<file path="src/rtl/rfd_pkg.sv">
// shared types, constants and register codes for the radio frame deframer
package rfd_pkg;

    localparam int PAYLOAD_LEN = 7;
    localparam int CNT_W       = $clog2(PAYLOAD_LEN + 2);
    localparam int IDX_W       = $clog2(PAYLOAD_LEN);
    localparam logic [7:0] STOP_BYTE = 8'd254;

    localparam int QDEPTH = 2;
    localparam int QPTR_W = (QDEPTH > 1) ? $clog2(QDEPTH) : 1;
    localparam int QCNT_W = $clog2(QDEPTH + 1);

    localparam int CFG_IDX_W  = 3;
    localparam int CFG_DATA_W = 16;

    typedef enum logic [CFG_IDX_W-1:0] {
        REG_PITCH_MIN    = 3'd0,
        REG_PITCH_MAX    = 3'd1,
        REG_ROLL_MIN     = 3'd2,
        REG_ROLL_MAX     = 3'd3,
        REG_THROTTLE_OFF = 3'd4,
        REG_THROTTLE_MAX = 3'd5,
        REG_YAW_MIN      = 3'd6,
        REG_YAW_MAX      = 3'd7
    } t_reg_idx;

    typedef enum logic [1:0] {
        ST_OK    = 2'd0,
        ST_LEN   = 2'd1,
        ST_CKSUM = 2'd2,
        ST_RANGE = 2'd3
    } t_status;

    localparam logic signed [15:0] RST_PITCH_MIN    = -16'sd45;
    localparam logic signed [15:0] RST_PITCH_MAX    = 16'sd45;
    localparam logic signed [15:0] RST_ROLL_MIN     = -16'sd45;
    localparam logic signed [15:0] RST_ROLL_MAX     = 16'sd45;
    localparam logic signed [15:0] RST_THROTTLE_OFF = 16'sd1000;
    localparam logic signed [15:0] RST_THROTTLE_MAX = 16'sd1900;
    localparam logic signed [15:0] RST_YAW_MIN      = -16'sd180;
    localparam logic signed [15:0] RST_YAW_MAX      = 16'sd180;

    typedef struct packed {
        logic signed [15:0] pitch_min;
        logic signed [15:0] pitch_max;
        logic signed [15:0] roll_min;
        logic signed [15:0] roll_max;
        logic signed [15:0] throttle_off;
        logic signed [15:0] throttle_max;
        logic signed [15:0] yaw_min;
        logic signed [15:0] yaw_max;
    } t_limits;

    // one closed frame as handed from the collector to the decoder
    typedef struct packed {
        logic                             len_ok;
        logic [PAYLOAD_LEN-1:0][7:0]      bytes;
    } t_frame;

endpackage

</file>
<file path="src/rtl/rfd_front.sv">
// byte collector: counts data bytes, stores the frame and posts a request per stop byte
module rfd_front (
    input  logic                i_clk,
    input  logic                i_rst_n,
    input  logic                i_valid,
    input  logic [7:0]          i_byte,
    input  logic                i_q_full,
    output logic                o_stall,
    output logic                o_push,
    output rfd_pkg::t_frame     o_frame
);

    logic [rfd_pkg::CNT_W-1:0]                r_count;
    logic [rfd_pkg::CNT_W-1:0]                n_count;
    logic [rfd_pkg::PAYLOAD_LEN-1:0][7:0]     r_bytes;
    logic [rfd_pkg::CNT_W-1:0]                w_base;
    logic                                     w_accept;
    logic                                     w_stop;

    assign o_stall  = i_q_full;
    assign w_accept = i_valid && !i_q_full;
    assign w_stop   = (i_byte == rfd_pkg::STOP_BYTE);

    // a ninth data byte drops the frame and starts a new one
    assign w_base = (r_count > rfd_pkg::CNT_W'(rfd_pkg::PAYLOAD_LEN)) ?
                    '0 : r_count;

    always_comb begin
        n_count = r_count;
        if (w_accept) begin
            if (w_stop) begin
                n_count = '0;
            end else begin
                n_count = w_base + rfd_pkg::CNT_W'(1);
            end
        end
    end

    always_ff @(posedge i_clk) begin
        if (!i_rst_n) begin
            r_count <= '0;
        end else begin
            r_count <= n_count;
        end
    end

    always_ff @(posedge i_clk) begin
        if (w_accept && !w_stop &&
            (w_base < rfd_pkg::CNT_W'(rfd_pkg::PAYLOAD_LEN))) begin
            r_bytes[w_base[rfd_pkg::IDX_W-1:0]] <= i_byte;
        end
    end

    assign o_push         = w_accept && w_stop;
    assign o_frame.len_ok = (r_count == rfd_pkg::CNT_W'(rfd_pkg::PAYLOAD_LEN));
    assign o_frame.bytes  = r_bytes;

endmodule

</file>
<file path="src/rtl/rfd_queue.sv">
// short frame queue between the collector and the decoder
module rfd_queue (
    input  logic                i_clk,
    input  logic                i_rst_n,
    input  logic                i_push,
    input  rfd_pkg::t_frame     i_frame,
    output logic                o_full,
    output logic                o_valid,
    output rfd_pkg::t_frame     o_frame,
    input  logic                i_pop
);

    rfd_pkg::t_frame                  r_mem [rfd_pkg::QDEPTH];
    logic [rfd_pkg::QPTR_W-1:0]       r_wr_ptr;
    logic [rfd_pkg::QPTR_W-1:0]       r_rd_ptr;
    logic [rfd_pkg::QCNT_W-1:0]       r_count;
    logic                             w_push;
    logic                             w_pop;

    assign o_full  = (r_count == rfd_pkg::QCNT_W'(rfd_pkg::QDEPTH));
    assign o_valid = (r_count != '0);
    assign o_frame = r_mem[r_rd_ptr];
    assign w_push  = i_push && !o_full;
    assign w_pop   = i_pop && o_valid;

    always_ff @(posedge i_clk) begin
        if (!i_rst_n) begin
            r_wr_ptr <= '0;
            r_rd_ptr <= '0;
            r_count  <= '0;
        end else begin
            if (w_push) begin
                r_wr_ptr <= (r_wr_ptr == rfd_pkg::QPTR_W'(rfd_pkg::QDEPTH - 1)) ?
                            '0 : r_wr_ptr + rfd_pkg::QPTR_W'(1);
            end
            if (w_pop) begin
                r_rd_ptr <= (r_rd_ptr == rfd_pkg::QPTR_W'(rfd_pkg::QDEPTH - 1)) ?
                            '0 : r_rd_ptr + rfd_pkg::QPTR_W'(1);
            end
            case ({w_push, w_pop})
                2'b10:   r_count <= r_count + rfd_pkg::QCNT_W'(1);
                2'b01:   r_count <= r_count - rfd_pkg::QCNT_W'(1);
                default: r_count <= r_count;
            endcase
        end
    end

    always_ff @(posedge i_clk) begin
        if (w_push) begin
            r_mem[r_wr_ptr] <= i_frame;
        end
    end

`ifndef NO_ASSERTIONS
    a_count_bound: assert property (@(posedge i_clk) disable iff (!i_rst_n)
        r_count <= rfd_pkg::QCNT_W'(rfd_pkg::QDEPTH))
        else $error("frame queue count beyond depth");

    a_no_push_full: assert property (@(posedge i_clk) disable iff (!i_rst_n)
        i_push |-> !o_full)
        else $error("frame request pushed into a full queue");

    a_ptr_match: assert property (@(posedge i_clk) disable iff (!i_rst_n)
        (r_count == '0) |-> (r_wr_ptr == r_rd_ptr))
        else $error("empty queue with pointers apart");

    a_pop_moves: assert property (@(posedge i_clk) disable iff (!i_rst_n)
        (w_pop && !w_push) |=> (r_count == $past(r_count) - rfd_pkg::QCNT_W'(1)))
        else $error("queue count did not drop after a pop");
`endif

endmodule

</file>
<file path="src/rtl/rfd_back.sv">
// frame decoder: checksum and field decode, then range check into the output register
module rfd_back (
    input  logic                i_clk,
    input  logic                i_rst_n,
    input  logic                i_q_valid,
    input  rfd_pkg::t_frame     i_frame,
    output logic                o_pop,
    input  rfd_pkg::t_limits    i_limits,
    output logic                o_valid,
    input  logic                i_stall,
    output logic [1:0]          o_status,
    output logic [14:0]         o_throttle,
    output logic signed [8:0]   o_pitch,
    output logic signed [8:0]   o_roll,
    output logic signed [15:0]  o_yaw
);

    function automatic logic in_window(input logic signed [16:0] v,
                                       input logic signed [15:0] lo,
                                       input logic signed [15:0] hi);
        logic signed [16:0] lo_x;
        logic signed [16:0] hi_x;
        lo_x = {lo[15], lo};
        hi_x = {hi[15], hi};
        return (v >= lo_x) && (v <= hi_x);
    endfunction

    // decode stage
    logic                       r_s1_valid;
    logic                       r_s1_len_ok;
    logic                       r_s1_cs_ok;
    logic [14:0]                r_s1_thr;
    logic signed [8:0]          r_s1_pitch;
    logic signed [8:0]          r_s1_roll;
    logic signed [15:0]         r_s1_yaw;

    logic                       w_s2_load;
    logic                       w_s1_load;
    logic [7:0]                 w_sum;
    logic [14:0]                w_thr;
    logic signed [17:0]         w_yaw_full;
    logic signed [16:0]         w_thr_x;
    logic signed [16:0]         w_pitch_x;
    logic signed [16:0]         w_roll_x;
    logic signed [16:0]         w_yaw_x;
    logic                       w_all_in;
    rfd_pkg::t_status           w_status;

    assign w_s2_load = !o_valid || !i_stall;
    assign w_s1_load = !r_s1_valid || w_s2_load;
    assign o_pop     = i_q_valid && w_s1_load;

    always_comb begin
        w_sum = '0;
        for (int k = 0; k < rfd_pkg::PAYLOAD_LEN - 1; k++) begin
            w_sum = (w_sum + i_frame.bytes[k]) << 1;
        end
    end

    assign w_thr = 15'd1000 + (15'(i_frame.bytes[0]) * 15'd100)
                 + 15'(i_frame.bytes[1]);
    assign w_yaw_full = $signed({1'b0, i_frame.bytes[5]})
                      * ($signed({1'b0, i_frame.bytes[4]}) - 9'sd127);

    always_ff @(posedge i_clk) begin
        if (!i_rst_n) begin
            r_s1_valid <= 1'b0;
        end else if (w_s1_load) begin
            r_s1_valid <= i_q_valid;
        end
    end

    always_ff @(posedge i_clk) begin
        if (o_pop) begin
            r_s1_len_ok <= i_frame.len_ok;
            r_s1_cs_ok  <= (w_sum == i_frame.bytes[rfd_pkg::PAYLOAD_LEN-1]);
            r_s1_thr    <= w_thr;
            r_s1_pitch  <= $signed({1'b0, i_frame.bytes[2]}) - 9'sd127;
            r_s1_roll   <= $signed({1'b0, i_frame.bytes[3]}) - 9'sd127;
            r_s1_yaw    <= w_yaw_full[15:0];
        end
    end

    // range stage
    assign w_thr_x   = $signed({2'b00, r_s1_thr});
    assign w_pitch_x = {{8{r_s1_pitch[8]}}, r_s1_pitch};
    assign w_roll_x  = {{8{r_s1_roll[8]}}, r_s1_roll};
    assign w_yaw_x   = {r_s1_yaw[15], r_s1_yaw};

    assign w_all_in = in_window(w_pitch_x, i_limits.pitch_min, i_limits.pitch_max)
                   && in_window(w_roll_x, i_limits.roll_min, i_limits.roll_max)
                   && in_window(w_thr_x, i_limits.throttle_off, i_limits.throttle_max)
                   && in_window(w_yaw_x, i_limits.yaw_min, i_limits.yaw_max);

    always_comb begin
        if (!r_s1_len_ok) begin
            w_status = rfd_pkg::ST_LEN;
        end else if (!r_s1_cs_ok) begin
            w_status = rfd_pkg::ST_CKSUM;
        end else if (!w_all_in) begin
            w_status = rfd_pkg::ST_RANGE;
        end else begin
            w_status = rfd_pkg::ST_OK;
        end
    end

    always_ff @(posedge i_clk) begin
        if (!i_rst_n) begin
            o_valid <= 1'b0;
        end else if (w_s2_load) begin
            o_valid <= r_s1_valid;
        end
    end

    always_ff @(posedge i_clk) begin
        if (w_s2_load && r_s1_valid) begin
            o_status <= w_status;
            // a wrong-length frame reports zero fields
            if (r_s1_len_ok) begin
                o_throttle <= r_s1_thr;
                o_pitch    <= r_s1_pitch;
                o_roll     <= r_s1_roll;
                o_yaw      <= r_s1_yaw;
            end else begin
                o_throttle <= '0;
                o_pitch    <= '0;
                o_roll     <= '0;
                o_yaw      <= '0;
            end
        end
    end

`ifndef NO_ASSERTIONS
    a_s1_hold: assert property (@(posedge i_clk) disable iff (!i_rst_n)
        (r_s1_valid && o_valid && i_stall) |=> r_s1_valid)
        else $error("decode stage lost a frame under output stall");

    a_no_pop_blocked: assert property (@(posedge i_clk) disable iff (!i_rst_n)
        (r_s1_valid && o_valid && i_stall) |-> !o_pop)
        else $error("queue popped while decode stage blocked");

    a_len_zero: assert property (@(posedge i_clk) disable iff (!i_rst_n)
        (o_valid && (o_status == rfd_pkg::ST_LEN)) |->
        ((o_throttle == '0) && (o_yaw == '0)))
        else $error("wrong-length result carries non-zero fields");
`endif

endmodule

</file>
<file path="src/rtl/radio_frame_deframer_unit.sv">
// radio frame deframer: limit registers and wiring of collector, queue and decoder
//
// usage
//   input channel: one link byte per request on i_rx_byte with i_rx_valid;
//   a byte is taken at a clock edge with i_rx_valid high and o_rx_stall low.
//   output channel: one result per stop byte (0xfe) on o_status, o_throttle,
//   o_pitch, o_roll and o_yaw with o_res_valid; taken when i_res_stall is low.
//   limits are written through i_cfg_wr_en / i_cfg_idx / i_cfg_data, one
//   16-bit register per write, only while no frame is in flight; the user
//   must keep to this, the block itself does not enforce it.
// throughput: one byte per cycle while o_rx_stall is low.
// stop byte path: queue write, decode register, range-check output register.
// reset (synchronous, active low): byte count cleared, limits back to their
//   defaults, queue and decode pipeline emptied. stored frame bytes keep
//   whatever they held.
// receiver stall: the output register holds its result, the decode stage
//   and the two-entry queue fill up, and only then o_rx_stall rises; data
//   bytes keep flowing into the collector until that point.
module radio_frame_deframer_unit (
    input  logic                                i_clk,
    input  logic                                i_rst_n,
    input  logic                                i_rx_valid,
    output logic                                o_rx_stall,
    input  logic [7:0]                          i_rx_byte,
    output logic                                o_res_valid,
    input  logic                                i_res_stall,
    output logic [1:0]                          o_status,
    output logic [14:0]                         o_throttle,
    output logic signed [8:0]                   o_pitch,
    output logic signed [8:0]                   o_roll,
    output logic signed [15:0]                  o_yaw,
    input  logic                                i_cfg_wr_en,
    input  logic [rfd_pkg::CFG_IDX_W-1:0]       i_cfg_idx,
    input  logic [rfd_pkg::CFG_DATA_W-1:0]      i_cfg_data
);

    rfd_pkg::t_limits   r_limits;
    rfd_pkg::t_frame    w_push_frame;
    rfd_pkg::t_frame    w_q_frame;
    logic               w_push;
    logic               w_q_full;
    logic               w_q_valid;
    logic               w_pop;

    always_ff @(posedge i_clk) begin
        if (!i_rst_n) begin
            r_limits.pitch_min    <= rfd_pkg::RST_PITCH_MIN;
            r_limits.pitch_max    <= rfd_pkg::RST_PITCH_MAX;
            r_limits.roll_min     <= rfd_pkg::RST_ROLL_MIN;
            r_limits.roll_max     <= rfd_pkg::RST_ROLL_MAX;
            r_limits.throttle_off <= rfd_pkg::RST_THROTTLE_OFF;
            r_limits.throttle_max <= rfd_pkg::RST_THROTTLE_MAX;
            r_limits.yaw_min      <= rfd_pkg::RST_YAW_MIN;
            r_limits.yaw_max      <= rfd_pkg::RST_YAW_MAX;
        end else if (i_cfg_wr_en) begin
            case (rfd_pkg::t_reg_idx'(i_cfg_idx))
                rfd_pkg::REG_PITCH_MIN:    r_limits.pitch_min    <= $signed(i_cfg_data);
                rfd_pkg::REG_PITCH_MAX:    r_limits.pitch_max    <= $signed(i_cfg_data);
                rfd_pkg::REG_ROLL_MIN:     r_limits.roll_min     <= $signed(i_cfg_data);
                rfd_pkg::REG_ROLL_MAX:     r_limits.roll_max     <= $signed(i_cfg_data);
                rfd_pkg::REG_THROTTLE_OFF: r_limits.throttle_off <= $signed(i_cfg_data);
                rfd_pkg::REG_THROTTLE_MAX: r_limits.throttle_max <= $signed(i_cfg_data);
                rfd_pkg::REG_YAW_MIN:      r_limits.yaw_min      <= $signed(i_cfg_data);
                rfd_pkg::REG_YAW_MAX:      r_limits.yaw_max      <= $signed(i_cfg_data);
                default:                   r_limits              <= r_limits;
            endcase
        end
    end

    rfd_front u_front (
        .i_clk    (i_clk),
        .i_rst_n  (i_rst_n),
        .i_valid  (i_rx_valid),
        .i_byte   (i_rx_byte),
        .i_q_full (w_q_full),
        .o_stall  (o_rx_stall),
        .o_push   (w_push),
        .o_frame  (w_push_frame)
    );

    rfd_queue u_queue (
        .i_clk   (i_clk),
        .i_rst_n (i_rst_n),
        .i_push  (w_push),
        .i_frame (w_push_frame),
        .o_full  (w_q_full),
        .o_valid (w_q_valid),
        .o_frame (w_q_frame),
        .i_pop   (w_pop)
    );

    rfd_back u_back (
        .i_clk      (i_clk),
        .i_rst_n    (i_rst_n),
        .i_q_valid  (w_q_valid),
        .i_frame    (w_q_frame),
        .o_pop      (w_pop),
        .i_limits   (r_limits),
        .o_valid    (o_res_valid),
        .i_stall    (i_res_stall),
        .o_status   (o_status),
        .o_throttle (o_throttle),
        .o_pitch    (o_pitch),
        .o_roll     (o_roll),
        .o_yaw      (o_yaw)
    );

endmodule
</file>
<file path="config.mk">
export PLATFORM = sky130hd
export DESIGN_NAME = radio_frame_deframer_unit
export DESIGN_NICKNAME = d
export VERILOG_FILES = /design/src/rtl/rfd_pkg.sv /design/src/rtl/rfd_front.sv /design/src/rtl/rfd_queue.sv /design/src/rtl/rfd_back.sv /design/src/rtl/radio_frame_deframer_unit.sv
export SDC_FILE = /design/constraint.sdc
export NUM_CORES = 1
export LEC_CHECK = 0
export ABC_AREA = 0
export BUFFER_PORTS_ARGS = -buffer_cell sky130_fd_sc_hd__buf_2
export CORE_UTILIZATION = 66
export DETAILED_ROUTE_END_ITERATION = 12
export PLACE_DENSITY = 0.88
export SYNTH_ARGS = -nofsm -noshare
export SYNTH_HDL_FRONTEND = slang
export SYNTH_SLANG_ARGS = --single-unit
</file>
<file path="constraint.sdc">
create_clock -name i_clk -period 15.3 [get_ports i_clk]
set_clock_uncertainty 0.15 [all_clocks]
set_input_delay 1.53 -clock i_clk [delete_from_list [all_inputs] [get_ports i_clk]]
set_output_delay 1.53 -clock i_clk [all_outputs]
set_load 0.005 [all_outputs]
</file>
After elaboration in Yosys (flattened, before gate mapping)
Memories as Yosys holds them, arrays and structs flattened. A register that Yosys moved wholly into a read port is not among the register bits.
Index checks and enable logic that the tools add are counted.
Operators by class
  muxes and demuxes: 14
  $add $sub $neg: 15
  order comparisons: 12
  multiply operators: 2
  shift-type cells: 0
  eq/ne operators: 13
  divide/modulo/power cells: 0
  reductions and logical operators: 34
  bitwise operators: 0
Operators by type and width (count)
  $bwmux W56: 1
  $ge A16 B16 Y1: 2
  $ge A9 B16 Y1: 2
  $le A16 B16 Y1: 2
  $le A9 B16 Y1: 2
  $sub A8 B7 Y9 const B: 3
  $demux W8 S3: 1
  $logic_and A1 B1 Y1: 16
  $mul A9 B9 Y16: 1
  $reduce_and A2 Y1: 8
  $add A10 B15 Y15 const A: 1
  $add A15 B8 Y15: 1
  $mul A8 B5 Y13 const B: 1
  $eq A3 B3 Y1 const B: 4
  $eq A8 B8 Y1: 1
  $eq A8 B8 Y1 const B: 1
  $mux W4: 2
  $mux W8: 1
  $add A7 B7 Y7: 1
  $add A6 B6 Y6: 1
  $eq A3 B2 Y1 const B: 2
  $mux W1: 6
  $add A5 B5 Y5: 1
  $logic_not A1 Y1: 5
  other kinds (19): 24
Storage, ports and cells
  flip-flop bits (word level): 296
  memories: 1
  output and inout bits: 53
  bits in latches: 0
  memory bits (writable): 114
  logic and storage cells: 123
  input bits: 32
  bits in read-only memories: 0
Memories
  u_queue.r_mem: words 2, bits a word 57, rd ports 1, clocked after memory_dff 1, wr ports 1, line rfd_queue.sv:13  | rfd_pkg::t_frame r_mem [rfd_pkg::QDEPTH];

Longest topological paths before layout
Gate-level depths: netlist of run 1.
  depth in word-level cells: 7
  gate-level depth with buffers: 26

Hierarchy
A second synthesis of run 1 with hierarchy kept.
Unflattened totals
  cells, all modules: 1906
  area total of the unflattened synthesis: 22390.2 sq um
By module, submodules not included
  rfd_back: sequential area each 3103.0 sq um, area an instance 11114.4 sq um, instances 1, cells an instance 1143
  radio_frame_deframer_unit: sequential area each 2562.5 sq um, area an instance 4913.5 sq um, instances 1, cells an instance 461
  rfd_queue: sequential area each 3523.4 sq um, area an instance 4341.7 sq um, instances 1, cells an instance 203
  rfd_front: sequential area each 1761.7 sq um, area an instance 2020.7 sq um, instances 1, cells an instance 99

Worst setup path after synthesis of run 1
Ideal clock, no wire load.
  path kind: register -> register
  from: register with a tool-made name
  to: register u_back.r_s1_yaw[15] (data pin)
  slack: 8.941 ns
  cell stages (with the launch flop): 24
  arrival: 5.949 ns
  period minus slack after synthesis: 6.359 ns
  data required time: 14.890 ns
  path through: dfxtp_1 > buf_6 > buf_8 > mux2_1 > ha_1 > nor3b_2 > a311oi_1 > a21oi_2 > nand2b_1 > fa_1 > fa_1 > inv_1 > fa_1 > fa_1 > inv_1 > fa_1 > inv_1 > ha_1 > o21ai_0 > a21boi_0 > o21ai_0 > a211oi_1 > a31oi_1 > xnor2_1
RTL lines
  end signal: assignment: line rfd_back.sv:80  | r_s1_yaw <= w_yaw_full[15:0];
  end: declaration: line rfd_back.sv:35  | logic signed [15:0] r_s1_yaw;

==> impl_metrics.csv, run 1 <==
group,metric,value,unit
critical_path,cp.arrival,7610,ps
placement,dp_hpwl,34160,µm
finish,layout_common_cells,"272 x edfxtp_1, 254 x nand2_1, 249 x inv_1",
routing,dr.first_iter.drc_count,1243,
logic_synthesis,yosysUniqueCellTypes,72,
min_path,min_path_type,"flop to flop",
finish,drive_gt1_share,9.877,%
pwr,p_comb_share,50.9,%
status,status,"finished, final reports clean",
timing,maxSlewHeadroom,10.83,%
routing,vias_per_cell,5.944,
pwr,power_density,222.1,nW/µm²
pwr,power,5420,µW
die,ios,85,
clock_tree,path_clk_slew,60,ps
logic_synthesis,async_reset_ff_share,0,%
logic_synthesis,synth-main-ff-cell,"edfxtp_1",
clock_tree,post_cts_resized,0,
die,die_w,185.1,µm
global_routing,grt_start_max_net_pins,86,
global_routing,grt_pass1_vias,15340,
finish,fin_area,24410,µm²
logic_synthesis,ys_ff_latch,411,
timing,drv_slew,0,
die,start_util,67.48,%
pwr,pwr-share-clk,20.2,%
pwr,intPower,3339,µW
clock_tree,cts_tree,"done",
timing,max_freq,0.1337,GHz
clock_tree,cts-root-buf,"clkbuf_16",
placement,place_area,22920,µm²
clock_tree,cts_setup_buffers,0,
logic_synthesis,synth-edff-count,272,
finish,area_growth,10.33,%
logic_synthesis,ys_seq_area_share,49.50,%
routing,route.detailed.drc,0,
global_routing,grt-ovfl-total,0,
routing,antenna_left,0,
die,die_area,34250,µm²
timing,rsz0062_at_grt,"no",
pwr,swShare,38.40,%
die,die_h,185.1,µm
logic_synthesis,yosysWarningCount,0,
critical_path,worstSetupStartpointType,"flop",
timing,setup_viol,0,
clock_tree,htree_levels,2,
global_routing,grt_pass1_wl,78320,µm
critical_path,worstPathRequired,15430,ps
timing,worstMarginPinSlew,1335,ps
finish,nets,2388,
timing,tns,0,ps
die,core,32780,µm²
timing,min_period,7480,ps
clock_tree,cts_buffers,43,
finish,layout_commonest_cell,"edfxtp_1",
pwr,power_frac_seq,29.0,%
logic_synthesis,yosysTopAreaCellShare,36.92,%
timing,timing.final.crit_share,48.89,%
logic_synthesis,synth_cells,1995,
run,cap_violations,0,
pwr,leakagePower,0.01010,µW
routing,wl_per_cell,19.52,µm
logic_synthesis,synth_area_leaders,"edfxtp_1 37%, ha_1 13%, dfxtp_1 13%",
logic_synthesis,syn-cell-area,22120,µm²
clock_tree,max-clock-path-buffers,3,
placement,port_buffers,84,
clock_tree,clk_latency,540,ps
routing,first_pass_iters,6,
global_routing,grt_use_total,29.76,%
die,rows,66,
placement,place_congestion,0.9203,
critical_path,worstSetupPathType,"flop to flop",
pwr,netSwitchingPower,2081,µW
clock_tree,hold_buffers,0,
critical_path,r2r_slack,7820,ps
timing,hold_viol,0,
critical_path,cp_max_fo,44,
global_routing,grt_antenna_before_repair,0,
logic_synthesis,synth_top_area_cell,"edfxtp_1",
finish,antenna_cells_inserted,0,
logic_synthesis,syn-num-nets,2311,
routing,vias,15150,
critical_path,end_kind,"flop",
clock_tree,clock-sinks,411,
pwr,peakVddDrop,270.7,µV
logic_synthesis,avgSynthCellArea,11.09,µm²
routing,finalWirelength,49740,µm
Yosys cell counts (5+ instances only):
library cell and n:
a31oi_1 8, mux2_2 17, xnor2_1 46, nor3_1 10, a21o_1 24, nor2_1 98
nand2b_1 15, a211oi_1 8, o21a_1 5, o21ai_0 27, nand2_1 254, clkbuf_1 42
buf_4 13, nor4_1 5, and2_1 49, a21boi_0 73, mux2i_1 29, a21oi_1 65
dfxtp_1 139, nor3b_1 7, nand4_1 26, a32oi_1 6, edfxtp_1 272, ha_1 233
inv_1 249, and3_1 7, xor2_1 21, o211ai_1 67, nand3_1 25, fa_1 51
nor2b_1 31
per-layer routing:
layer | share of wire, % | global-route usage (%) | vias up
met1 | 40 | 37.13 | 7295
met2 | 48 | 51.16 | 652
met4 | 4.6 | 13.62 | 0
met5 | 0 | 0 | -
met3 | 7.7 | 4.424 | 156
li1 | - | - | 7042
critical path, stage by stage, from the launching register on:
cell	delay [ps]
dfxtp_4	810
mux2i_2	540
inv_1	180
ha_1	250
nor3b_2	190
xnor2_1	630
nand2b_1	220
fa_1	450
fa_1	500
inv_1	50
fa_1	510
fa_1	560
inv_1	60
fa_1	500
inv_1	50
ha_1	320
o21ai_0	120
a21boi_0	290
o21ai_0	150
a211oi_1	360
a31oi_1	160
xnor2_1	150
final timing paths:
kind | end | start | depth (start not counted)
setup / recovery | u_back.r_s1_yaw[15] | flop | 21
hold reg to reg | u_queue.r_mem[1][0] | u_front.o_frame[0] | 0
setup reg to reg | u_back.r_s1_yaw[15] | flop | 21
hold / removal | u_queue.r_mem[1][0] | u_front.o_frame[0] | 0
flip-flops by register name (all words and copies together) (netlist names), 2 cells and up, named ones only:
register	flops
u_queue.r_count	2
u_back.o_roll	9
u_back.r_s1_thr	15
u_back.o_yaw	16
u_front.r_count	4
r_limits	128
u_back.o_throttle	15
u_back.o_pitch	9
u_queue.r_mem	114
u_back.o_status	2
u_back.r_s1_pitch	9
u_front.o_frame	56
u_back.r_s1_yaw	16
u_back.r_s1_roll	9
cell type report:
cell class,count,area (µm²)
repair buffers,100,543.0
multi-input cells,1267,9931
clock buffers,62,1250
well taps,442,553.0
inverters,249,934.6
clock inverters,17,242.7
flip-flops and latches,411,10950
fillers,1984,8376
kinds of logic (layout without fill, tap and decap cells):
group / count (synthesis) / in the layout / synth area share [%]
AO/OA/AOI/OAI: 311 / 311 / 9.660
XOR/XNOR: 71 / 71 / 2.975
adder cells (fa/ha/maj): 284 / 284 / 17.79
buffers and inverters: 317 / 428 / 5.797
flip-flops: 411 / 411 / 49.50
multiplexers: 54 / 54 / 2.788
AND/OR/NAND/NOR: 547 / 547 / 11.49
metrics by stage:
stage          hold WS, ps  std cells  setup WS [ps]  util (%)
2_1_floorplan        271.5       1995           8941         -
3_3_place_gp         271.8       2469           8245     69.90
3_5_place_dp         279.8       2469           7940     69.90
4_1_cts              286.2       2548           7877     74.45
5_1_grt              291.7       2548           7407     74.45
6_report             288.7       2548           7820     74.45
power by group through the flow:
| stage | registers (µW) | logic, µW | clock network (µW) |
|---|---|---|---|
| final | 1570 | 2760 | 1090 |
| after global placement | 1580 | 2550 | 0 |
| after global routing | 1580 | 3110 | 1140 |
| after floorplan | 1530 | 2130 | 0 |
| after detailed placement | 1590 | 2700 | 0 |
| after CTS | 1560 | 2750 | 1100 |
No activity file was read; power rests on OpenSTA's default activity.
==> run 2, diff against run 1 <==
- ABC_AREA: 0 -> 1
- CORE_UTILIZATION: 66 -> 57
- PLACE_DENSITY: 0.88 -> 0.81
- clock period: 15.3 -> 6.3 ns (I/O delays scaled with it)
==> impl_metrics.csv, run 2 <==
group,metric,value,unit
status,status,"finished, final reports clean",
logic_synthesis,synth-main-ff-cell,"edfxtp_1",
timing,rsz0062_at_grt,"no",
global_routing,grt_pass1_vias,15370,
clock_tree,hold_buffers,0,
die,die_h,198.5,µm
die,die_area,39390,µm²
logic_synthesis,ys_top_cells_by_count,"409 x nand2_1, 367 x inv_1, 272 x edfxtp_1",
critical_path,max_stage_delay,560,ps
routing,finalWirelength,48070,µm
placement,place_congestion,0.8983,
clock_tree,path_clk_slew,60,ps
critical_path,r2r_slack,400,ps
logic_synthesis,syn-num-nets,2520,
logic_synthesis,synth.most_common_cell,"nand2_1",
logic_synthesis,yosysUniqueCellTypes,49,
finish,largest_register,"r_limits",
die,start_util,58.14,%
finish,drive_gt1_share,10.23,%
routing,antenna_left,0,
critical_path,end_kind,"flop",
clock_tree,clock-sinks,411,
critical_path,worstSetupStartpointType,"flop",
clock_tree,cts_buffers,44,
clock_tree,cts-root-buf,"clkbuf_16",
logic_synthesis,ys_seq_area_share,49.77,%
die,ios,85,
critical_path,reg2reg_depth,29,
logic_synthesis,ys_ff_latch,411,
run,cap_violations,0,
global_routing,grt_antenna_before_repair,0,
routing,wl_per_cell,16.82,µm
die,die_w,198.5,µm
die,rows,71,
critical_path,worstSetupPathType,"flop to flop",
routing,vias,15350,
critical_path,slowest_stage,"fa_1",
routing,dr.first_iter.drc_count,948,
critical_path,r2r_end,"u_back.r_s1_yaw[12]",
logic_synthesis,synth_area_leaders,"edfxtp_1 37%, ha_1 13%, dfxtp_1 13%",
global_routing,grt_pass1_wl,76870,µm
finish,layout_common_cells,"408 x nand2_1, 366 x inv_1, 272 x edfxtp_1",
timing,timing.final.crit_share,93.63,%
timing,setup_viol,0,
placement,dp_hpwl,34320,µm
finish,largest_reg_flops,128,
clock_tree,cts_tree,"done",
logic_synthesis,syn-cell-area,22000,µm²
timing,worstMarginPinSlew,1179,ps
global_routing,grt_use_total,24.98,%
timing,max_freq,0.1695,GHz
clock_tree,htree_levels,2,
critical_path,worstPathRequired,6440,ps
placement,port_buffers,84,
finish,layout_commonest_cell,"nand2_1",
routing,first_pass_iters,6,
min_path,holdPathEnd,"u_front.o_frame[1]",
routing,route.detailed.drc,0,
min_path,hp-start,"i_rx_byte[1]",
timing,maxSlewHeadroom,20.79,%
min_path,hold-path-cell-count,1,
critical_path,cp_max_fo,10,
min_path,min_path_type,"input pin to flop",
critical_path,cp.arrival,6040,ps
logic_synthesis,synth_top_area_cell,"edfxtp_1",
timing,min_period,5899,ps
timing,hold_viol,0,
die,core,37840,µm²
logic_synthesis,synth-edff-count,272,
clock_tree,clk_latency,550,ps
global_routing,grt_start_max_net_pins,66,
finish,area_growth,11.79,%
clock_tree,max-clock-path-buffers,3,
logic_synthesis,synth_cells,2204,
global_routing,grt-ovfl-total,0,
logic_synthesis,avgSynthCellArea,9.983,µm²
routing,vias_per_cell,5.370,
logic_synthesis,yosysTopAreaCellShare,37.12,%
logic_synthesis,async_reset_ff_share,0,%
timing,drv_slew,0,
timing,tns,0,ps
logic_synthesis,yosysWarningCount,0,
finish,nets,2627,
## run 2: cell type report
type | instances | area, µm²
well taps | 511 | 639.4
repair buffers | 111 | 623.1
multi-input cells | 1371 | 9452
clock buffers | 60 | 1276
flip-flops and latches | 411 | 10950
clock inverters | 21 | 249.0
fillers | 2844 | 13250
diodes | 1 | 2.502
inverters | 372 | 1401
## run 2: cells by family (layout without fill, tap and decap cells)
group	after synthesis	count (layout)	share of synthesized area, %
compound gates	361	361	9.281
xor+xnor	67	67	2.838
fa+ha+maj	284	284	17.89
buf+inv	422	564	7.484
flops	411	411	49.77
mux	10	10	0.5118
other cells	0	1	0
simple gates	649	649	12.23
## run 2: layer usage
| layer | part of all wire (%) | wire [µm] | vias to the layer above | track usage, % |
|---|---|---|---|---|
| li1 | - | - | 7528 | - |
| met1 | 42 | 20240 | 7238 | 31.59 |
| met2 | 49 | 23480 | 488 | 43.42 |
| met3 | 6.3 | 3048 | 93 | 3.934 |
| met4 | 2.7 | 1301 | 0 | 8.803 |
| met5 | 0 | 0 | - | 0 |
## run 2: metrics by stage
step / instance area (µm²) / setup slack [ps] / cells / utilization (%) / hold WS [ps]
finish: 24600 / 401.3 / 2858 / 65.00 / 276.1
global route: 24590 / 16.96 / 2857 / 64.99 / 275.7
CTS: 24550 / 210.3 / 2854 / 64.87 / 276.3
detailed placement: 23020 / 218.1 / 2773 / 60.84 / 279.6
global placement: 23020 / 317.6 / 2773 / 60.84 / 271.5
floorplan: 22000 / 424.5 / 2204 / - / 271.5
## run 2: worst max path at each step
| stage | start | endpoint | slack, ps | cells after the start |
|---|---|---|---|---|
| floorplan | flop | u_back.r_s1_yaw[13] | 420 | 24 |
| global placement | flop | u_back.r_s1_yaw[13] | 320 | 27 |
| detailed placement | flop | u_back.r_s1_yaw[13] | 220 | 27 |
| CTS | flop | u_back.r_s1_yaw[13] | 210 | 27 |
| global route | flop | u_back.r_s1_yaw[12] | 20 | 29 |
| finish | flop | u_back.r_s1_yaw[12] | 400 | 29 |
## run 2: timing repair
item,4_1_cts,5_1_grt
gates resized for setup,0,10
endpoints found under the hold margin,0,0
setup endpoints to repair,0,5
buffers inserted,0,2
## run 2: critical path: cells and delay by family (launching register included)
kind                       cells  cell delay (ps)
AOI/OAI and AO/OA              4              430
xor gates and xnor gates       1              130
buffers and inverters          6              390
and+or+nand+nor               11              940
adders and majority gates      7             3180
DFF                            1              400
Power of run 2 is left out: the tool's default activity adds up to more than one toggle a clock period on the data nets, which glitch-free logic cannot reach.
